<file path="src/qfs_pkg.sv">
// ----------------------------------------------------------------------------
// qfs_pkg
// Shared types and constants for the quoted field splitter.
// ----------------------------------------------------------------------------
`timescale 1ns / 1ps

package qfs_pkg;

  // Default number of field slots supported by the hardware
  localparam int QFS_MAX_FIELD_SLOTS = 256;
  // Default depth of the queue between front and back
  localparam int QFS_QUEUE_DEPTH     = 4;

  // Register reset values
  localparam logic [7:0] QFS_DELIM_RESET = 8'd44;
  localparam logic [8:0] QFS_MAXF_RESET  = 9'd256;

  // Register indexes
  localparam logic REG_DELIMITER  = 1'b0;
  localparam logic REG_MAX_FIELDS = 1'b1;

  // Special characters
  localparam logic [7:0] CHR_NUL    = 8'h00;
  localparam logic [7:0] CHR_QUOTE  = 8'h22;
  localparam logic [7:0] CHR_BSLASH = 8'h5C;
  localparam logic [7:0] CHR_ZERO   = 8'h30;
  localparam logic [7:0] CHR_SEVEN  = 8'h37;

  typedef enum logic [1:0] {
    KIND_DATA       = 2'd0,
    KIND_FIELD_END  = 2'd1,
    KIND_STRING_END = 2'd2,
    KIND_ERROR      = 2'd3
  } kind_t;

  // One result transaction
  typedef struct packed {
    kind_t      kind;
    logic [7:0] data;
    logic [7:0] count;
  } result_t;

  // One queue entry: all results caused by one input byte
  typedef struct packed {
    logic    pair;   // two results: r0 then r1
    result_t r1;
    result_t r0;
  } entry_t;

endpackage

</file>
<file path="src/qfs_front.sv">
// ----------------------------------------------------------------------------
// qfs_front
// Accepts source bytes, tracks quoting, escapes and field limits, and pushes
// the results of each byte as one queue entry.
// ----------------------------------------------------------------------------
`timescale 1ns / 1ps

module qfs_front #(
  parameter int MAX_FIELD_SLOTS = qfs_pkg::QFS_MAX_FIELD_SLOTS
) (
  input  logic            clk,
  input  logic            rst,
  input  logic            s_tvalid,
  output logic            s_tready,
  input  logic [7:0]      s_tdata,     // [7:0] in_byte
  input  logic [7:0]      delimiter,
  input  logic [8:0]      max_fields,
  input  logic            q_full,
  output logic            push,
  output qfs_pkg::entry_t push_entry
);

  import qfs_pkg::*;

  localparam int         SLOT_CAP  = (MAX_FIELD_SLOTS > 256) ? 256 : MAX_FIELD_SLOTS;
  localparam logic [8:0] SLOT_CAP9 = 9'(SLOT_CAP);

  logic       in_quote, in_quote_next;
  logic       escape_pending, escape_pending_next;
  logic       octal_active, octal_active_next;
  logic [7:0] octal_value, octal_value_next;
  logic [7:0] field_index, field_index_next;
  logic       string_start, string_start_next;
  logic       discarding, discarding_next;

  logic       accept;
  logic [8:0] slots;
  logic [8:0] allowed;
  logic       is_octal;
  logic       flush_v;
  logic       main_v;
  result_t    flush_r;
  result_t    main_r;
  logic       blocked;

  assign s_tready = !q_full;
  assign accept   = s_tvalid && s_tready;

  // Field limit from the register, capped by the hardware slot count
  assign slots    = (max_fields > SLOT_CAP9) ? SLOT_CAP9 : max_fields;
  assign allowed  = (slots >= 9'd2) ? slots - 9'd2 : 9'd0;
  assign is_octal = (s_tdata >= CHR_ZERO) && (s_tdata <= CHR_SEVEN);

  // Decode one byte against the parser state
  always_comb begin
    in_quote_next       = in_quote;
    escape_pending_next = escape_pending;
    octal_active_next   = octal_active;
    octal_value_next    = octal_value;
    field_index_next    = field_index;
    string_start_next   = string_start;
    discarding_next     = discarding;
    flush_v             = 1'b0;
    main_v              = 1'b0;
    flush_r             = '{kind: KIND_DATA, data: octal_value, count: 8'd0};
    main_r              = '{kind: KIND_DATA, data: s_tdata, count: 8'd0};
    blocked             = 1'b0;

    if (discarding) begin
      // Drop bytes up to the terminator
      if (s_tdata == CHR_NUL) begin
        discarding_next     = 1'b0;
        in_quote_next       = 1'b0;
        escape_pending_next = 1'b0;
        octal_active_next   = 1'b0;
        octal_value_next    = 8'd0;
        field_index_next    = 8'd0;
        string_start_next   = 1'b1;
      end
    end else begin
      // Open a field: check the limit first
      if (string_start) begin
        if ({1'b0, field_index} >= allowed) begin
          main_v  = 1'b1;
          main_r  = '{kind: KIND_ERROR, data: 8'd0, count: 8'd0};
          blocked = 1'b1;
          if (s_tdata == CHR_NUL) begin
            in_quote_next       = 1'b0;
            escape_pending_next = 1'b0;
            octal_active_next   = 1'b0;
            octal_value_next    = 8'd0;
            field_index_next    = 8'd0;
            string_start_next   = 1'b1;
          end else begin
            discarding_next = 1'b1;
          end
        end else begin
          string_start_next = 1'b0;
          in_quote_next     = 1'b0;
        end
      end

      if (!blocked) begin
        if (escape_pending) begin
          // Byte after a backslash
          escape_pending_next = 1'b0;
          if (s_tdata == CHR_NUL) begin
            main_v              = 1'b1;
            main_r              = '{kind: KIND_STRING_END, data: 8'd0,
                                    count: field_index + 8'd1};
            in_quote_next       = 1'b0;
            octal_active_next   = 1'b0;
            octal_value_next    = 8'd0;
            field_index_next    = 8'd0;
            string_start_next   = 1'b1;
          end else if (is_octal) begin
            octal_active_next = 1'b1;
            octal_value_next  = {5'd0, s_tdata[2:0]};
          end else begin
            main_v = 1'b1;
          end
        end else if (octal_active && is_octal) begin
          // Accumulate another octal digit, wrapping at 8 bits
          octal_value_next = {octal_value[4:0], s_tdata[2:0]};
        end else begin
          // Flush a finished octal escape ahead of this byte
          if (octal_active) begin
            flush_v           = 1'b1;
            octal_active_next = 1'b0;
            octal_value_next  = 8'd0;
          end
          if (s_tdata == CHR_NUL) begin
            main_v              = 1'b1;
            main_r              = '{kind: KIND_STRING_END, data: 8'd0,
                                    count: field_index + 8'd1};
            in_quote_next       = 1'b0;
            escape_pending_next = 1'b0;
            octal_active_next   = 1'b0;
            octal_value_next    = 8'd0;
            field_index_next    = 8'd0;
            string_start_next   = 1'b1;
          end else if (s_tdata == delimiter) begin
            main_v = 1'b1;
            if (!in_quote_next) begin
              main_r            = '{kind: KIND_FIELD_END, data: 8'd0, count: 8'd0};
              string_start_next = 1'b1;
              in_quote_next     = 1'b0;
              if (field_index != 8'hFF) begin
                field_index_next = field_index + 8'd1;
              end
            end
          end else if (s_tdata == CHR_QUOTE) begin
            in_quote_next = !in_quote_next;
          end else if (s_tdata == CHR_BSLASH) begin
            escape_pending_next = 1'b1;
          end else begin
            main_v = 1'b1;
          end
        end
      end
    end
  end

  // Pack the results of this byte into one entry
  always_comb begin
    push            = accept && (flush_v || main_v);
    push_entry.pair = flush_v && main_v;
    push_entry.r0   = flush_v ? flush_r : main_r;
    push_entry.r1   = main_r;
  end

  // Advance parser state on each accepted byte
  always_ff @(posedge clk) begin
    if (rst) begin
      in_quote       <= 1'b0;
      escape_pending <= 1'b0;
      octal_active   <= 1'b0;
      octal_value    <= 8'd0;
      field_index    <= 8'd0;
      string_start   <= 1'b1;
      discarding     <= 1'b0;
    end else if (accept) begin
      in_quote       <= in_quote_next;
      escape_pending <= escape_pending_next;
      octal_active   <= octal_active_next;
      octal_value    <= octal_value_next;
      field_index    <= field_index_next;
      string_start   <= string_start_next;
      discarding     <= discarding_next;
    end
  end

endmodule

</file>
<file path="src/qfs_fifo.sv">
// ----------------------------------------------------------------------------
// qfs_fifo
// Short register queue of result entries between front and back.
// ----------------------------------------------------------------------------
`timescale 1ns / 1ps

module qfs_fifo #(
  parameter int DEPTH = qfs_pkg::QFS_QUEUE_DEPTH
) (
  input  logic            clk,
  input  logic            rst,
  input  logic            push,
  input  qfs_pkg::entry_t push_entry,
  input  logic            pop,
  output qfs_pkg::entry_t head,
  output logic            full,
  output logic            empty
);

  import qfs_pkg::*;

  localparam int PW = (DEPTH > 1) ? $clog2(DEPTH) : 1;
  localparam int CW = $clog2(DEPTH + 1);
  localparam logic [PW-1:0] LAST_PTR = PW'(DEPTH - 1);
  localparam logic [CW-1:0] DEPTH_CNT = CW'(DEPTH);

  entry_t        mem [DEPTH];
  logic [PW-1:0] wr_ptr;
  logic [PW-1:0] rd_ptr;
  logic [CW-1:0] count;
  logic          do_push;
  logic          do_pop;

  assign full    = (count == DEPTH_CNT);
  assign empty   = (count == '0);
  assign head    = mem[rd_ptr];
  assign do_push = push && !full;
  assign do_pop  = pop && !empty;

  // Store entries
  always_ff @(posedge clk) begin
    if (do_push) begin
      mem[wr_ptr] <= push_entry;
    end
  end

  // Advance pointers and occupancy
  always_ff @(posedge clk) begin
    if (rst) begin
      wr_ptr <= '0;
      rd_ptr <= '0;
      count  <= '0;
    end else begin
      if (do_push) begin
        wr_ptr <= (wr_ptr == LAST_PTR) ? '0 : wr_ptr + 1'b1;
      end
      if (do_pop) begin
        rd_ptr <= (rd_ptr == LAST_PTR) ? '0 : rd_ptr + 1'b1;
      end
      if (do_push && !do_pop) begin
        count <= count + 1'b1;
      end else if (do_pop && !do_push) begin
        count <= count - 1'b1;
      end
    end
  end

endmodule

</file>
<file path="src/qfs_back.sv">
// ----------------------------------------------------------------------------
// qfs_back
// Drains queue entries and presents one result per transaction through an
// output register.
// ----------------------------------------------------------------------------
`timescale 1ns / 1ps

module qfs_back (
  input  logic            clk,
  input  logic            rst,
  input  logic            q_empty,
  input  qfs_pkg::entry_t q_head,
  output logic            pop,
  output logic            m_tvalid,
  input  logic            m_tready,
  output logic [15:0]     m_tdata,   // [7:0] out_byte, [15:8] field_count
  output logic [1:0]      m_tuser,   // [1:0] out_kind
  output logic            m_tlast    // out_last
);

  import qfs_pkg::*;

  logic    second;
  logic    load;
  logic    take;
  result_t sel;
  logic    sel_last;

  assign load     = !m_tvalid || m_tready;
  assign take     = load && !q_empty;
  assign sel      = second ? q_head.r1 : q_head.r0;
  assign sel_last = second || !q_head.pair;
  assign pop      = take && sel_last;

  // Step through the results of the head entry
  always_ff @(posedge clk) begin
    if (rst) begin
      second   <= 1'b0;
      m_tvalid <= 1'b0;
    end else if (load) begin
      m_tvalid <= !q_empty;
      if (take) begin
        second <= !sel_last;
      end
    end
  end

  // Hold the output payload
  always_ff @(posedge clk) begin
    if (take) begin
      m_tdata <= {sel.count, sel.data};
      m_tuser <= sel.kind;
      m_tlast <= sel_last;
    end
  end

endmodule

</file>
<file path="src/quoted_field_splitter.sv">
// ----------------------------------------------------------------------------
// quoted_field_splitter
// Splits a zero-terminated byte stream into fields with quoting and escapes.
// ----------------------------------------------------------------------------
// Usage:
//   Source bytes enter on s_tvalid/s_tready/s_tdata, one per transaction.
//   Results leave on m_tvalid/m_tready with m_tdata = {field_count, out_byte},
//   m_tuser = out_kind and m_tlast marking the final result of a source byte.
//   A byte gives zero, one or two results; bytes giving none leave no trace.
//   The APB port holds delimiter (address 0) and max_fields (address 4);
//   write them only while the block is idle.
// Timing:
//   The front decodes one byte per cycle while the queue is not full, into
//   a four-entry queue; the back sends one result per cycle while m_tready
//   is high, via the queue entry and the output register. Throughput is one
//   byte per cycle while each byte gives at most one result; a byte with two
//   results (a flushed octal escape, then another result) sends both in turn.
// Reset and stall:
//   Reset clears the parser and queue and restores delimiter 44 and
//   max_fields 256. When m_tready is low the output holds its transaction,
//   the queue fills, and s_tready drops once the queue is full.
// ----------------------------------------------------------------------------
`timescale 1ns / 1ps

module quoted_field_splitter #(
  parameter int MAX_FIELD_SLOTS = qfs_pkg::QFS_MAX_FIELD_SLOTS,
  parameter int QUEUE_DEPTH     = qfs_pkg::QFS_QUEUE_DEPTH
) (
  input  logic        clk,
  input  logic        rst,
  // Source bytes
  input  logic        s_tvalid,
  output logic        s_tready,
  input  logic [7:0]  s_tdata,   // [7:0] in_byte
  // Results
  output logic        m_tvalid,
  input  logic        m_tready,
  output logic [15:0] m_tdata,   // [7:0] out_byte, [15:8] field_count
  output logic [1:0]  m_tuser,   // [1:0] out_kind
  output logic        m_tlast,   // out_last
  // Configuration
  input  logic        psel,
  input  logic        penable,
  input  logic        pwrite,
  input  logic [2:0]  paddr,
  input  logic [31:0] pwdata,
  output logic [31:0] prdata,
  output logic        pready
);

  import qfs_pkg::*;

  logic       [7:0] delimiter;
  logic       [8:0] max_fields;
  logic             cfg_write;
  logic             push;
  entry_t           push_entry;
  logic             pop;
  entry_t           q_head;
  logic             q_full;
  logic             q_empty;

  assign pready    = 1'b1;
  assign cfg_write = psel && penable && pwrite && pready;

  // Configuration registers
  always_ff @(posedge clk) begin
    if (rst) begin
      delimiter  <= QFS_DELIM_RESET;
      max_fields <= QFS_MAXF_RESET;
    end else if (cfg_write) begin
      case (paddr[2])
        REG_DELIMITER:  delimiter  <= pwdata[7:0];
        REG_MAX_FIELDS: max_fields <= pwdata[8:0];
        default: ;
      endcase
    end
  end

  // Register read-back
  always_comb begin
    case (paddr[2])
      REG_DELIMITER:  prdata = {24'd0, delimiter};
      REG_MAX_FIELDS: prdata = {23'd0, max_fields};
      default:        prdata = 32'd0;
    endcase
  end

  qfs_front #(
    .MAX_FIELD_SLOTS(MAX_FIELD_SLOTS)
  ) u_front (
    .clk       (clk),
    .rst       (rst),
    .s_tvalid  (s_tvalid),
    .s_tready  (s_tready),
    .s_tdata   (s_tdata),
    .delimiter (delimiter),
    .max_fields(max_fields),
    .q_full    (q_full),
    .push      (push),
    .push_entry(push_entry)
  );

  qfs_fifo #(
    .DEPTH(QUEUE_DEPTH)
  ) u_fifo (
    .clk       (clk),
    .rst       (rst),
    .push      (push),
    .push_entry(push_entry),
    .pop       (pop),
    .head      (q_head),
    .full      (q_full),
    .empty     (q_empty)
  );

  qfs_back u_back (
    .clk     (clk),
    .rst     (rst),
    .q_empty (q_empty),
    .q_head  (q_head),
    .pop     (pop),
    .m_tvalid(m_tvalid),
    .m_tready(m_tready),
    .m_tdata (m_tdata),
    .m_tuser (m_tuser),
    .m_tlast (m_tlast)
  );

endmodule

</file>
<file path="config.mk">
export PLATFORM = sky130hd
export DESIGN_NAME = quoted_field_splitter
export DESIGN_NICKNAME = d
export VERILOG_FILES = /design/src/qfs_pkg.sv /design/src/qfs_front.sv /design/src/qfs_fifo.sv /design/src/qfs_back.sv /design/src/quoted_field_splitter.sv
export SDC_FILE = /design/constraint.sdc
export NUM_CORES = 1
export LEC_CHECK = 0
export ABC_AREA = 1
export BUFFER_PORTS_ARGS = -buffer_cell sky130_fd_sc_hd__buf_4
export CAP_MARGIN = 20
export CORE_MARGIN = 2
export CORE_UTILIZATION = 39
export CTS_CLUSTER_SIZE = 8
export DETAILED_ROUTE_END_ITERATION = 8
export PLACE_DENSITY_LB_ADDON = 0.12
export SLEW_MARGIN = 40
export SYNTH_ARGS = -nofsm -noshare
export SYNTH_HDL_FRONTEND = slang
export SYNTH_SLANG_ARGS = --single-unit
</file>
<file path="constraint.sdc">
create_clock -name clk -period 5.7 [get_ports clk]
set_input_delay 0.285 -clock clk [delete_from_list [all_inputs] [get_ports clk]]
set_output_delay 0.285 -clock clk [all_outputs]
set_load 0.01 [all_outputs]
</file>
Word-level counts from Yosys, hierarchy flattened
Memory sizes are Yosys's and may differ from the RTL's. A register that Yosys moved wholly into a read port is not among the register bits.
Index checks and enable logic that the tools add are counted.
{"block": "classes", "addsub": 6, "n_lt_le_gt_ge": 5, "eq_ne": 8, "mux": 112, "bitwise": 1, "n_reduce_logical": 31}
{"op": "two-way mux 18 bit", "n": 12}
{"op": "two-way mux 8 bit", "n": 23}
{"op": "two-way mux 1 bit", "n": 68}
{"op": "one-hot mux 32 bit (2 select lines)", "n": 1}
{"op": "two-way mux 9 bit", "n": 2}
{"op": "logical AND 1 bit", "n": 13}
{"op": "greater-or-equal comparator 8 x 9 -> 1 bit", "n": 1}
{"op": "greater-or-equal comparator 9 x 2 -> 1 bit, second input constant", "n": 1}
{"op": "> comparator 9 bit, second input constant", "n": 1}
{"op": "subtractor 9 x 2 -> 9 bit, second input constant", "n": 1}
{"op": "adder 8 x 1 -> 8 bit, second input constant", "n": 1}
{"op": "== test 8 x 6 -> 1 bit, second input constant", "n": 1}
{"op": "== test 8 x 7 -> 1 bit, second input constant", "n": 1}
{"op": "== test 8 bit", "n": 1}
{"op": "greater-or-equal comparator 8 x 6 -> 1 bit, second input constant", "n": 1}
{"op": "less-or-equal comparator 8 x 6 -> 1 bit, second input constant", "n": 1}
{"op": "logical NOT 1 bit", "n": 8}
{"op": "logical NOT 8 bit", "n": 1}
{"op": "two-way mux 2 bit", "n": 4}
{"op": "!= test 8 bit, second input constant", "n": 1}
{"op": "AND reduction 2 bit", "n": 4}
{"op": "two-way mux 3 bit", "n": 2}
{"op": "adder 2 x 1 -> 2 bit, second input constant", "n": 2}
{"op": "== test 2 bit, second input constant", "n": 2}
{"op": "other kinds (8)", "n": 10}
{"block": "word_totals", "reg_bits": 66, "ramBits": 148, "input_bits": 50, "output_inout_bits": 54, "word_cells": 181, "memories": 1}
{"name": "u_fifo.mem", "words": 4, "width": 37, "rd": 1, "rd_clocked_by_memory_dff": 1, "write_ports": 1, "line_no": "qfs_fifo.sv:27", "source": "entry_t mem [DEPTH];"}

Longest topological paths before layout
Gate-level depths: netlist of run 1.
{"block": "logic_depth", "word_depth": 22, "ltp_mapped": 33, "mapped_depth_nobuf": 33}

Cells and area by module
Synthesis of run 1 repeated with hierarchy kept, for this count alone.
{"block": "unflattened", "hier_cells": 1124, "area_unflattened_um2": 10657.7}
{"module": "qfs_fifo", "n_inst": 1, "cells_per_inst": 429, "area_each_um2": 5989.5, "seq_area_each_um2": 4624.4}
{"module": "qfs_front", "n_inst": 1, "cells_per_inst": 448, "area_each_um2": 2731.4, "seq_area_each_um2": 420.4}
{"module": "quoted_field_splitter", "n_inst": 1, "cells_per_inst": 155, "area_each_um2": 1018.5, "seq_area_each_um2": 340.3}
{"module": "qfs_back", "n_inst": 1, "cells_per_inst": 92, "area_each_um2": 918.4, "seq_area_each_um2": 610.6}

Worst setup path before layout of run 1
Ideal clock, no wire load.
{"block": "synth_path", "path_kind": "flip-flop to flip-flop", "start": "reg max_fields[8]", "end": "mem u_fifo.mem[0][0] in the netlist's numbering, enable pin", "setup_time_ns": 0.431, "arrival_ns": 3.963, "required_time_ns": 5.269, "path_slack_ns": 1.305, "stages_incl_launch_ff": 26, "n_path_buf": 0, "period_less_slack_ns": 4.395, "cell_sequence": "dfxtp_1 > inv_2 > nand2_1 > ha_1 > and2_4 > nand2_2 > nor2_4 > nand2_4 > nand2_1 > ha_1 > nand2_1 > inv_1 > nand2_1 > nand2_1 > nand2_1 > nand2_1 > nand2_1 > nand2_1 > nand2_1 > nand2_1 > nand3_4 > nand3_1 > nand2_1 > nand2_1 > nand2_1 > nor2_1"}
{"block": "synth_between", "elab_chain_len": 20, "elab_cells_between_ends": 26, "classes_between": "1 x add/sub; 3 x order compare; 19 x mux; 3 x reduce/logical"}
{"item": "from (decl)", "line_no": "quoted_field_splitter.sv:54", "source": "logic [8:0] max_fields;"}
{"item": "from (signal assigned)", "line_no": "quoted_field_splitter.sv:74", "source": "REG_MAX_FIELDS: max_fields <= pwdata[8:0];"}
{"item": "> comparator 9 bit", "line_no": "qfs_front.sv:50", "source": "assign slots = (max_fields > SLOT_CAP9) ? SLOT_CAP9 : max_fields;"}
{"item": "two-way mux 9 bit *", "line_no": "qfs_front.sv:50"}
{"item": "subtractor 9 x 2 -> 9 bit or greater-or-equal comparator 9 x 2 -> 1 bit (tied branches)", "line_no": "qfs_front.sv:51", "source": "assign allowed = (slots >= 9'd2) ? slots - 9'd2 : 9'd0;"}
{"item": "two-way mux 9 bit *", "line_no": "qfs_front.sv:51"}
{"item": "greater-or-equal comparator 8 x 9 -> 1 bit *", "line_no": "qfs_front.sv:83", "source": "if ({1'b0, field_index} >= allowed) begin"}
{"item": "two-way mux 1 bit *", "line_no": "qfs_front.sv:83"}
{"item": "two-way mux 1 bit *", "line_no": "qfs_front.sv:82", "source": "if (string_start) begin"}
{"item": "two-way mux 1 bit", "line_no": "qfs_front.sv:154", "source": "end else if (s_tdata == CHR_BSLASH) begin"}
{"item": "[4 not listed]"}
{"item": "two-way mux 1 bit", "line_no": "qfs_front.sv:104", "source": "if (escape_pending) begin"}
{"item": "two-way mux 1 bit", "line_no": "qfs_front.sv:103", "source": "if (!blocked) begin"}
{"item": "two-way mux 1 bit", "line_no": "qfs_front.sv:69", "source": "if (discarding) begin"}
{"item": "logical OR 1 bit *", "line_no": "qfs_front.sv:166", "source": "push = accept && (flush_v || main_v);"}
{"item": "logical AND 1 bit *", "line_no": "qfs_front.sv:166"}
{"item": "logical AND 1 bit *", "line_no": "qfs_fifo.sv:37", "source": "assign do_push = push && !full;"}
{"item": "two-way mux 1 bit *", "line_no": "qfs_fifo.sv:42", "source": "if (do_push) begin"}
{"item": "two-way mux 1 bit (implied by the code) *", "line_no": "qfs_fifo.sv:43", "source": "mem[wr_ptr] <= push_entry;"}
{"item": "to (decl)", "line_no": "qfs_fifo.sv:27"}
Mark *: on every way between the ends. The rest lies on a longest branch, timed or not. The select of a mux whose other input is x is not followed.

Worst setup path in the final report of run 1
{"block": "layout_path", "start": "reg max_fields[8]", "end": "reg u_fifo.count[2]"}
{"block": "layout_between", "elab_chain_len": 21, "elab_cells_between_ends": 29, "classes_between": "1 x add/sub; 3 x order compare; 18 x mux; 7 x reduce/logical"}
{"item": "> comparator 9 bit", "line_no": "qfs_front.sv:50"}
{"item": "two-way mux 9 bit *", "line_no": "qfs_front.sv:50"}
{"item": "subtractor 9 x 2 -> 9 bit or greater-or-equal comparator 9 x 2 -> 1 bit (tied branches)", "line_no": "qfs_front.sv:51"}
{"item": "two-way mux 9 bit *", "line_no": "qfs_front.sv:51"}
{"item": "greater-or-equal comparator 8 x 9 -> 1 bit *", "line_no": "qfs_front.sv:83"}
{"item": "two-way mux 1 bit *", "line_no": "qfs_front.sv:83"}
{"item": "two-way mux 1 bit *", "line_no": "qfs_front.sv:82"}
{"item": "two-way mux 1 bit", "line_no": "qfs_front.sv:154"}
{"item": "[6 not listed]"}
{"item": "two-way mux 1 bit", "line_no": "qfs_front.sv:69"}
{"item": "logical OR 1 bit *", "line_no": "qfs_front.sv:166"}
{"item": "logical AND 1 bit *", "line_no": "qfs_front.sv:166"}
{"item": "logical AND 1 bit *", "line_no": "qfs_fifo.sv:37"}
{"item": "via u_fifo.do_push", "line_no": "qfs_fifo.sv:31", "source": "logic do_push;"}
{"item": "logical NOT 1 bit", "line_no": "qfs_fifo.sv:62", "source": "end else if (do_pop && !do_push) begin"}
{"item": "logical AND 1 bit", "line_no": "qfs_fifo.sv:62"}
{"item": "nonzero test 2 bit (no source line)"}
{"item": "to (signal assigned)", "line_no": "qfs_fifo.sv:61", "source": "count <= count + 1'b1;"}
{"item": "to (signal assigned)", "line_no": "qfs_fifo.sv:63", "source": "count <= count - 1'b1;"}
{"item": "to (decl)", "line_no": "qfs_fifo.sv:30", "source": "logic [CW-1:0] count;"}
Mark *: on every way through the listed nets, which the timed path passes. The rest lies on a longest branch. The select of a mux whose other input is x is not followed.
A chain may end at the register's enable or synchronous reset.

==> results of run 1 <==
==> state kept, by name, summed over array words and instances, names as in the netlist, named ones only <==
name,flops
delimiter,8
max_fields,9
u_back.m_tdata,16
u_back.m_tlast,1
u_back.m_tuser,2
u_back.m_tvalid,1
u_back.second,1
u_fifo.count,3
u_fifo.mem,148
u_fifo.rd_ptr,2
u_fifo.wr_ptr,2
u_front.discarding,1
u_front.escape_pending,1
u_front.field_index,8
u_front.in_quote,1
u_front.octal_active,1
u_front.octal_value,8
u_front.string_start,1
==> critical path, delay by kind of cell (launching register included) <==
kind	cells	cell delay, ns
AND/OR/NAND/NOR	23	2.13
flip-flops	1	0.34
adder cells (fa/ha/maj)	4	1.10
buffers and inverters	4	0.48
AO/OA/AOI/OAI	2	0.20
==> through the flow <==
stage / util [%] / instance area (um^2)
global route: 46.0 / 11900
global placement: 42.2 / 10900
detailed placement: 42.2 / 10900
CTS: 46.0 / 11900
floorplan: - / 10300
finish: 46.0 / 11900
==> cells by family (layout without fill, tap and decap cells) <==
group	count (synthesis)	in the layout	share of synthesized area (%)
flip-flops	216	216	58.5
other	2	24	0.0732
XOR/XNOR	12	12	1.03
buffers and inverters	158	222	6.78
AO/OA/AOI/OAI	217	217	11.4
adder cells (fa/ha/maj)	17	17	2.15
AND/OR/NAND/NOR	485	485	20.1
==> final timing paths <==
kind,from,end,slack [ns],depth (start not counted)
min,rst,u_front.field_index[5],0.04,2
max,max_fields[8],u_fifo.count[2],1.34,33
min reg2reg,delimiter[2],delimiter[2],0.50,2
max reg2reg,max_fields[8],u_fifo.count[2],1.34,33
==> metal layers <==
| layer | part of all wire, % | vias to the layer above | wire length (um) |
|---|---|---|---|
| li1 | - | 3853 | - |
| met5 | 0 | - | 0 |
| met3 | 4.6 | 44 | 1160 |
| met4 | 2.2 | 0 | 558 |
| met2 | 47 | 173 | 11800 |
| met1 | 47 | 3546 | 11800 |
==> placed cells by master, fill, tap and decap left out, types with 2 or more instances in the layout <==
master and count:
nor2_2 9, o21ai_1 4, xor2_1 8, clkinv_1 4, nand2_1 164, a21oi_1 36, dfxtp_1 48, dlygate4sd3_1 8
nor2_4 5, conb_1 24, o22ai_1 20, ha_1 16, buf_4 68, nand2_4 2, nand2_2 6, inv_2 3
clkbuf_1 24, nand3_1 45, or2_2 3, inv_1 81, o211ai_1 2, nand3_4 2, clkbuf_16 31, xnor2_1 4
nor3_1 13, edfxtp_1 167, nor4_1 2, nor2_1 214, nand4_1 15, o21ai_0 125, a31oi_1 25
==> timing repair <==
| item | CTS | global route |
|---|---|---|
| hold buffers | 8 | 0 |
| hold endpoints to repair | 14 | 0 |
| setup buffers | 0 | 0 |
| endpoints found under the setup margin | 0 | 0 |
==> power by group through the flow <==
stage | combinational [mW] | clock [mW] | sequential (mW)
after floorplan | 0.867 | 0 | 2.14
after global placement | 1.39 | 0 | 2.11
after detailed placement | 1.40 | 0 | 2.11
after CTS | 1.40 | 1.73 | 2.08
after global routing | 1.56 | 1.80 | 2.10
final | 1.38 | 1.70 | 2.08
==> area by class of cell <==
class                      instances  area share (%)
clock buffer                      55            7.26
clock inverter                     3           0.357
inverter                          88            2.78
multi-input combinational        755            30.9
sequential                       216            50.3
tap                              335            3.51
timing repair buffer              76            4.95
==> results.py, run 1 <==
metrics = {
    "placed_design": {
        "hpwl_um": 15900,
        "dp_cells": 1462,
        "port_buffers": 54,
        "gp_routability_congestion": 0.854,
        "post-place-ws_ns": 1.34,
    },
    "sta": {
        "worstMarginPinSlew_ns": 0.785,
        "rsz0062_at_grt": "no",
        "max_freq_mhz": 229,
        "hold_violations": 0,
        "worst_slack_ns": 1.34,
        "hold_slack_ns": 0.0372,
        "setup_tns_ns": 0,
        "min_period_ns": 4.36,
        "post-route-period-util_pct": 76.5,
        "setup_viol": 0,
        "final_max_slew_viol_count": 0,
        "finalClockSkew_ns": 0.0106,
        "slew_headroom_pct": 47.5,
    },
    "floorplanning": {
        "core_um2": 25900,
        "die_area_um2": 27600,
        "row_count": 59,
        "dieHeight_um": 166,
        "initial_utilization_pct": 39.6,
        "fp.dieW_um": 166,
        "ios": 104,
    },
    "worst_setup_path": {
        "cp.arrival_ns": 4.82,
        "critical_path_class": "reg -> reg",
        "critPathSlowestCell": "fa_1",
        "setup.worst_path.end_class": "register",
        "crit_required_ns": 6.16,
        "critical_path_peak_fanout": 15,
        "crit_path_max_incr_delay_ns": 0.43,
        "cpMostUsedCell": "nand2_1",
        "start_kind": "register",
    },
    "yosys": {
        "netlist_instances": 1107,
        "yosys_warnings": 0,
        "netlist_area_um2": 10300,
        "synth_edf_count": 167,
        "ys_types": 42,
        "ys_ff_latch": 216,
        "yosysMostFrequentCell": "nor2_1",
        "synth_top_area_cell": "edfxtp_1",
        "avgSynthCellArea_um2": 9.26,
        "synth_seq_area_share_pct": 58.5,
        "yosysTopAreaCellShare_pct": 48.9,
        "synth_ff_type": "edfxtp_1",
        "synth_commonest_cells": "218 x nor2_1, 167 x edfxtp_1, 164 x nand2_1, 125 x o21ai_0, 82 x inv_1",
        "synth.area.top_cells": "edfxtp_1 49%, dfxtp_1 9.6%, nor2_1 8.0%",
        "async_flop_share_pct": 0,
    },
    "pwr": {
        "clkPwrFrac_pct": 32.9,
        "sw_frac_of_total_pct": 32.0,
        "power_frac_seq_pct": 40.4,
        "report.power.total_mw": 5.15,
        "power.leakage_nw": 4.78,
        "power_density_nw_per_um2": 432,
        "p_sw_mw": 1.65,
        "power.internal_mw": 3.51,
        "worst_ir_drop_vdd_v": 0.000230,
        "combPwrFrac_pct": 26.7,
    },
    "grt": {
        "grt.busiest_layer": "met2",
        "grt_use_met1_pct": 23.9,
        "first_global_vias": 7292,
        "grt_antenna_before_repair": 0,
        "grt_use_met2_pct": 30.2,
        "grt_pass1_wl_um": 39700,
        "grt_overflow_total": 0,
        "grt_max_degree": 73,
        "track_usage_pct": 17.9,
        "met3_usage_pct": 2.74,
    },
    "finish": {
        "area_delta_synth_final_pct": 16.3,
        "multi_input_area_um2": 3680,
        "stdcell_count": 1528,
        "nNetsFinal": 1235,
        "n_fill_cell": 2503,
        "ff_latch_area_um2": 6000,
        "drive_gt1_share_pct": 11.6,
        "n_antenna_cell": 0,
    },
    "hold_path": {
        "hold_path_class": "in -> reg",
    },
    "clock_tree": {
        "clkTransAtPathRegs_ns": 0.05,
        "cts_tree": "done",
        "cts_num_sinks": 216,
        "cts_max_level": 1,
        "clk_latency_ns": 0.54,
        "cts_max_path_buffers": 3,
        "cts_root_buffer": "clkbuf_16",
        "post_cts_resize_count": 0,
        "cts_made_buffers": 31,
    },
    "routing": {
        "viasPerCell": 4.98,
        "dr.pass1.iters": 7,
        "vias": 7616,
        "finalWirelength_um": 25300,
        "final_antenna_net_count": 0,
        "post-route-drc-count": 0,
        "drtIter0Drc": 517,
        "wl_per_cell_um": 16.6,
    },
    "run": {
        "maxCapViolCount": 0,
    },
    "status": {
        "status": "complete, no violations",
    },
}
No activity file was read; power rests on OpenSTA's default activity.
==> inputs of run 2 (changes only) <==
--- a/config.mk
+++ b/config.mk
@@ -5,7 +5,7 @@
 export SDC_FILE = /design/constraint.sdc
 export NUM_CORES = 1
 export LEC_CHECK = 0
-export ABC_AREA = 1
+export ABC_AREA = 0
 export BUFFER_PORTS_ARGS = -buffer_cell sky130_fd_sc_hd__buf_4
 export CAP_MARGIN = 20
 export CORE_MARGIN = 2
==> constraint.sdc (replaced) <==
create_clock -name clk -period 4.3 [get_ports clk]
set_input_delay 0.215 -clock clk [delete_from_list [all_inputs] [get_ports clk]]
set_output_delay 0.215 -clock clk [all_outputs]
set_load 0.01 [all_outputs]
==> run 2 against run 1 <==
- cell area fell by 3.9%
- clock skew rose by 0.0041 ns
- hold slack gained 0.065 ns
- global-route usage is 1.7 points lower
- critical path type unchanged
- critical endpoint unchanged
- largest cell class unchanged
==> results.py, run 2 <==
metrics = {
    "placed_design": {
        "gp_routability_congestion": 0.889,
        "port_buffers": 54,
        "hpwl_um": 12900,
        "dp_cells": 1053,
    },
    "routing": {
        "viasPerCell": 5.18,
        "final_antenna_net_count": 0,
        "vias": 5792,
        "dr.pass1.iters": 4,
        "finalWirelength_um": 21000,
        "drtIter0Drc": 406,
        "post-route-drc-count": 0,
        "wl_per_cell_um": 18.8,
    },
    "yosys": {
        "synth_ff_type": "edfxtp_1",
        "netlist_area_um2": 9760,
        "yosysTopAreaCellShare_pct": 51.4,
        "synth_top_area_cell": "edfxtp_1",
        "synth.area.top_cells": "edfxtp_1 51%, dfxtp_1 10%, mux4_2 8.5%",
        "avgSynthCellArea_um2": 14.2,
        "synth_edf_count": 167,
        "synth_seq_area_share_pct": 61.5,
        "yosys_warnings": 0,
        "yosysMostFrequentCell": "edfxtp_1",
        "ys_types": 70,
        "async_flop_share_pct": 0,
        "synth_commonest_cells": "167 x edfxtp_1, 58 x nor2_1, 49 x dfxtp_1, 49 x nand2_1, 40 x mux2_2",
        "ys_ff_latch": 216,
        "netlist_instances": 689,
    },
    "hold_path": {
        "min_path_cells": 5,
        "hold_end": "u_front.octal_value[2]",
        "hp-start": "s_tdata[2]",
        "hold_path_class": "in -> reg",
    },
    "clock_tree": {
        "clk_latency_ns": 0.53,
        "cts_max_path_buffers": 3,
        "clkTransAtPathRegs_ns": 0.05,
        "cts_max_level": 1,
        "cts_tree": "done",
        "cts_made_buffers": 30,
        "cts_num_sinks": 216,
        "cts_root_buffer": "clkbuf_16",
    },
    "sta": {
        "setup_viol": 0,
        "final_max_slew_viol_count": 0,
        "slew_headroom_pct": 54.2,
        "finalClockSkew_ns": 0.0147,
        "hold_violations": 0,
        "post-route-period-util_pct": 91.6,
        "hold_slack_ns": 0.102,
        "min_period_ns": 3.94,
        "worstMarginPinSlew_ns": 0.680,
        "rsz0062_at_grt": "no",
        "max_freq_mhz": 254,
        "setup_tns_ns": 0,
    },
    "grt": {
        "grt_pass1_wl_um": 33000,
        "grt_antenna_before_repair": 0,
        "grt_overflow_total": 0,
        "track_usage_pct": 16.2,
        "first_global_vias": 6045,
        "grt_max_degree": 42,
    },
    "worst_setup_path": {
        "crit_required_ns": 4.76,
        "r2r_slack_ns": 0.36,
        "start_kind": "register",
        "critical_path_peak_fanout": 9,
        "cp.arrival_ns": 4.39,
        "r2r_end": "u_fifo.count[2]",
        "critical_path_class": "reg -> reg",
        "rr_worst_depth": 19,
        "setup.worst_path.end_class": "register",
        "r2r_start": "max_fields[8]",
    },
    "finish": {
        "ff_latch_area_um2": 6000,
        "largest-register": "u_fifo.mem",
        "drive_gt1_share_pct": 25.7,
        "nNetsFinal": 839,
        "multi_input_area_um2": 3500,
        "stdcell_count": 1119,
        "reg_top3": "u_fifo.mem x148, u_back.m_tdata x16, max_fields x9",
        "mostFrequentLayoutCells": "167 x edfxtp_1, 70 x buf_4, 57 x nor2_1",
        "n_fill_cell": 2175,
        "largest_register_ffs": 148,
        "area_delta_synth_final_pct": 17.4,
        "final_common_cell": "edfxtp_1",
        "n_antenna_cell": 0,
    },
    "floorplanning": {
        "row_count": 57,
        "die_area_um2": 26300,
        "dieHeight_um": 162,
        "initial_utilization_pct": 39.9,
        "ios": 104,
        "core_um2": 24500,
        "fp.dieW_um": 162,
    },
    "pwr": {
        "report.power.total_mw": 6.19,
        "power_density_nw_per_um2": 541,
        "worst_ir_drop_vdd_v": 0.000259,
        "power.leakage_nw": 4.05,
    },
    "run": {
        "maxCapViolCount": 0,
    },
    "status": {
        "status": "complete, no violations",
    },
}
-- run 2: cell types whose count changed in the layout (fill, tap and decap cells not counted), moves of 17 or more --
cell     delta
o22ai_1    -20
nor2b_1    +17
inv_1      -68
a31oi_1    -19
nand3_1    -36
o21ai_0   -113
mux4_2     +37
nor2_1    -157
mux2_2     +40
nand2_1   -115
-- run 2: worst max-delay path, cell delays in order, from the launching register on --
cell	delay, ns
dfxtp_2	0.44
inv_1	0.14
nand2_1	0.10
ha_1	0.17
a21boi_2	0.17
nand2_1	0.06
mux2_2	0.27
o221ai_1	0.21
ha_1	0.26
and3_1	0.16
a221o_1	0.31
a21oi_2	0.13
nor2_1	0.07
o31a_1	0.34
ha_1	0.22
inv_1	0.08
fa_1	0.18
xor2_1	0.08
or3_1	0.32
a21oi_1	0.15
-- run 2: area by class of cell --
class	count	share of cell area [%]
clock buffers	55	7.56
inverters	14	0.459
multi-input cells	429	30.5
flip-flops and latches	216	52.3
well taps	324	3.54
repair buffers	81	5.56
-- run 2: kinds of logic after synthesis --
family          after synthesis  synth area share (%)
flops                       216                  61.5
simple gates                184                  9.68
compound gates              101                  7.26
mux                          85                  14.0
buf+inv                      66                  3.68
xor+xnor                     18                  1.62
fa+ha+maj                    17                  2.26
other cells                   2                0.0770
-- run 2: timing repair --
action / in CTS / in global routing
endpoints found under the hold margin: 18 / 0
setup endpoints to repair: 0 / 38
gates resized for setup: 0 / 2
hold buffers: 10 / 0
buffers inserted: 0 / 1
-- run 2: stage by stage --
| step | setup slack, ns | utilization (%) | cell area (um^2) |
|---|---|---|---|
| global route | 0.0241 | 46.8 | 11500 |
| CTS | 0.0717 | 46.8 | 11400 |
| global placement | 0.238 | 42.8 | 10500 |
| detailed placement | 0.0948 | 42.8 | 10500 |
| finish | 0.361 | 46.8 | 11500 |
| floorplan | 0.148 | - | 9840 |
-- run 2: how the worst max path moves through the flow --
stage	startpoint	to	slack (ns)	cells past startpoint
after global placement	max_fields[8]	u_fifo.count[2]	0.24	19
after CTS	max_fields[8]	u_fifo.count[2]	0.07	19
after floorplan	max_fields[8]	u_fifo.count[2]	0.15	21
after global routing	max_fields[8]	u_fifo.count[2]	0.02	19
final	max_fields[8]	u_fifo.count[2]	0.36	19
after detailed placement	max_fields[8]	u_fifo.count[2]	0.09	19
-- run 2: where the power goes --
group / internal [mW] / switching [mW] / leakage [nW] / total (mW)
registers: 2.58 / 0.0863 / 1.97 / 2.67
clock network: 1.33 / 0.817 / 0.410 / 2.15
logic: 0.680 / 0.699 / 1.67 / 1.38
-- run 2: per-layer routing --
metal	routed length (um)	part of all wire (%)	global-route usage [%]
met3	919	4.4	2.55
met2	10400	49	28.6
met1	9280	44	20.6
met4	471	2.2	4.67
met5	0	0	0
==> inputs of run 3 (changes only) <==
--- a/config.mk
+++ b/config.mk
@@ -8,6 +8,8 @@
 export ABC_AREA = 0
 export BUFFER_PORTS_ARGS = -buffer_cell sky130_fd_sc_hd__buf_4
 export CAP_MARGIN = 20
+export CELL_PAD_IN_SITES_DETAIL_PLACEMENT = 0
+export CELL_PAD_IN_SITES_GLOBAL_PLACEMENT = 1
 export CORE_MARGIN = 2
 export CORE_UTILIZATION = 39
 export CTS_CLUSTER_SIZE = 8
==> constraint.sdc (replaced) <==
create_clock -name clk -period 4.1 [get_ports clk]
set_input_delay 0.205 -clock clk [delete_from_list [all_inputs] [get_ports clk]]
set_output_delay 0.205 -clock clk [all_outputs]
set_load 0.01 [all_outputs]
==> run 3 against run 2 <==
- cell area up 0.33%
- combinational power increased by 4%
- clock skew is 0.0031 ns higher
- first-iteration DRC count is 15% lower
- via count is 0.64% higher
- worst setup slack got worse by 0.096 ns
- largest cell class unchanged
- clock power grew 7%
- highest routed layer unchanged
- die area is the same
- total power increased by 6.0%
- core utilization rose by 0.15 points
- count of clock-buffer cells in the layout rose by 1
- wire length is 3.6% higher
==> results.py, run 3 (synthesis gave the netlist of run 2 again) <==
metrics = {
    "clock_tree": {
        "cts_tree": "done",
        "clkTransAtPathRegs_ns": 0.06,
        "cts_max_path_buffers": 3,
        "cts_made_buffers": 31,
        "cts_num_sinks": 216,
        "clk_latency_ns": 0.54,
        "cts_root_buffer": "clkbuf_16",
        "cts_max_level": 1,
    },
    "pwr": {
        "p_sw_mw": 1.72,
        "power.leakage_nw": 4.07,
        "power.internal_mw": 4.85,
        "worst_ir_drop_vdd_v": 0.000290,
        "power_frac_seq_pct": 42.8,
        "combPwrFrac_pct": 22.0,
        "sw_frac_of_total_pct": 26.1,
        "power_density_nw_per_um2": 571,
        "clkPwrFrac_pct": 35.2,
    },
    "floorplanning": {
        "ios": 104,
        "dieHeight_um": 162,
        "initial_utilization_pct": 39.9,
        "fp.dieW_um": 162,
        "core_um2": 24500,
        "row_count": 57,
        "die_area_um2": 26300,
    },
    "finish": {
        "largest_register_ffs": 148,
        "reg_top3": "u_fifo.mem x148, u_back.m_tdata x16, max_fields x9",
        "n_antenna_cell": 0,
        "nNetsFinal": 839,
        "mostFrequentLayoutCells": "167 x edfxtp_1, 69 x buf_4, 57 x nor2_1",
        "largest-register": "u_fifo.mem",
        "area_delta_synth_final_pct": 17.8,
        "final_common_cell": "edfxtp_1",
        "drive_gt1_share_pct": 26.3,
        "stdcell_area_um2": 11500,
    },
    "worst_setup_path": {
        "path_buf_inv": 2,
        "r2r_end": "u_fifo.count[2]",
        "critical_path_class": "reg -> reg",
        "setup.worst_path.end_class": "register",
        "crit_end": "u_fifo.count[2]",
        "crit_path_max_incr_delay_ns": 0.35,
        "critPathSlowestCell": "o31a_1",
        "cp-startpoint": "max_fields[8]",
        "start_kind": "register",
        "critical_path_peak_fanout": 7,
        "rr_worst_depth": 19,
        "r2r_slack_ns": 0.27,
        "r2r_start": "max_fields[8]",
        "crit_family": "compound AO/OA/AOI/OAI gates",
        "cp.arrival_ns": 4.30,
        "crit_required_ns": 4.57,
        "path_depth": 19,
        "crit_chain": "inv_1, nand2_1, ha_1, a21boi_4, nand2_1, mux2_2, o221ai_2, ha_1, and3_1, a221o_1, a21oi_2, nor2_1, o31a_1, ha_2, inv_1, fa_1, xor2_1, or3_1, a21oi_1",
    },
    "sta": {
        "max_freq_mhz": 261,
        "worstMarginPinSlew_ns": 0.709,
        "hold_violations": 0,
        "slew_headroom_pct": 52.6,
        "post-route-period-util_pct": 93.5,
        "worst_slack_ns": 0.265,
        "rsz0062_at_grt": "no",
        "setup_tns_ns": 0,
        "setup_viol": 0,
        "min_period_ns": 3.83,
        "final_max_slew_viol_count": 0,
        "hold_slack_ns": 0.113,
        "finalClockSkew_ns": 0.0178,
    },
    "routing": {
        "final_antenna_net_count": 0,
        "drtIter0Drc": 346,
        "post-route-drc-count": 0,
        "dr.pass1.iters": 4,
        "vias": 5829,
        "finalWirelength_um": 21800,
        "wl_per_cell_um": 19.4,
        "viasPerCell": 5.20,
    },
    "placed_design": {
        "post-place-ws_ns": 0.00647,
        "hpwl_um": 13800,
        "gp_routability_congestion": 0.819,
        "placed_cell_area_um2": 10500,
        "port_buffers": 54,
    },
    "status": {
        "status": "complete, no violations",
    },
    "hold_path": {
        "hold_path_class": "in -> reg",
    },
    "grt": {
        "track_usage_pct": 16.7,
        "first_global_vias": 5955,
        "grt_antenna_before_repair": 0,
        "grt_pass1_wl_um": 33800,
        "grt_max_degree": 42,
        "grt_overflow_total": 0,
    },
    "run": {
        "maxCapViolCount": 0,
    },
}
run 3: per-stage QoR:
step,util [%],cells,power (mW)
after floorplan,-,711,3.82
after global placement,42.8,1052,4.29
after detailed placement,42.8,1052,4.32
after CTS,46.9,1120,6.66
after global routing,47.0,1121,6.90
final,47.0,1121,6.56
run 3: metal layers:
metal | global-route usage [%] | share of wire, %
met1 | 21.3 | 43
met2 | 29.8 | 51
met3 | 2.45 | 3.4
met4 | 4.30 | 2.1
met5 | 0 | 0
run 3: how the worst min path moves through the flow:
stage	start	end	slack, ns	cells after the start
after floorplan	pwdata[8]	max_fields[8]	0.32	1
after global placement	pwdata[5]	delimiter[5]	0.42	2
after detailed placement	pwdata[5]	delimiter[5]	0.43	2
after CTS	rst	u_front.octal_value[1]	0.1	2
after global routing	rst	delimiter[7]	0.12	2
final	rst	u_front.octal_value[1]	0.11	2
run 3: cell type report:
class / instances / area (um^2)
clock buffers: 56 / 880
well taps: 324 / 405
inverters: 14 / 52.6
fillers: 2162 / 13000
multi-input cells: 429 / 3520
flip-flops and latches: 216 / 6000
clock inverters: 2 / 16.3
repair buffers: 80 / 629
run 3: timing repair:
| action | CTS | global route |
|---|---|---|
| endpoints found under the hold margin | 18 | 0 |
| setup endpoints to repair | 0 | 2 |
| gates resized for setup | 0 | 2 |
| hold buffers | 10 | 0 |
| setup buffers | 0 | 1 |
run 3: power by group through the flow:
stage	clock network [mW]	registers, mW	logic [mW]
6_report	2.31	2.81	1.44
5_1_grt	2.47	2.84	1.59
4_1_cts	2.37	2.81	1.48
3_5_place_dp	0	2.85	1.47
3_3_place_gp	0	2.84	1.45
2_1_floorplan	0	2.87	0.950
run 3: worst reg2reg max path, stage by stage (launching register included):
cell,delay [ns]
dfxtp_1,0.32
inv_1,0.09
nand2_1,0.11
ha_1,0.17
a21boi_4,0.26
nand2_1,0.08
mux2_2,0.28
o221ai_2,0.18
ha_1,0.25
and3_1,0.15
a221o_1,0.30
a21oi_2,0.13
nor2_1,0.07
o31a_1,0.35
ha_2,0.20
inv_1,0.08
fa_1,0.18
xor2_1,0.08
or3_1,0.31
a21oi_1,0.16
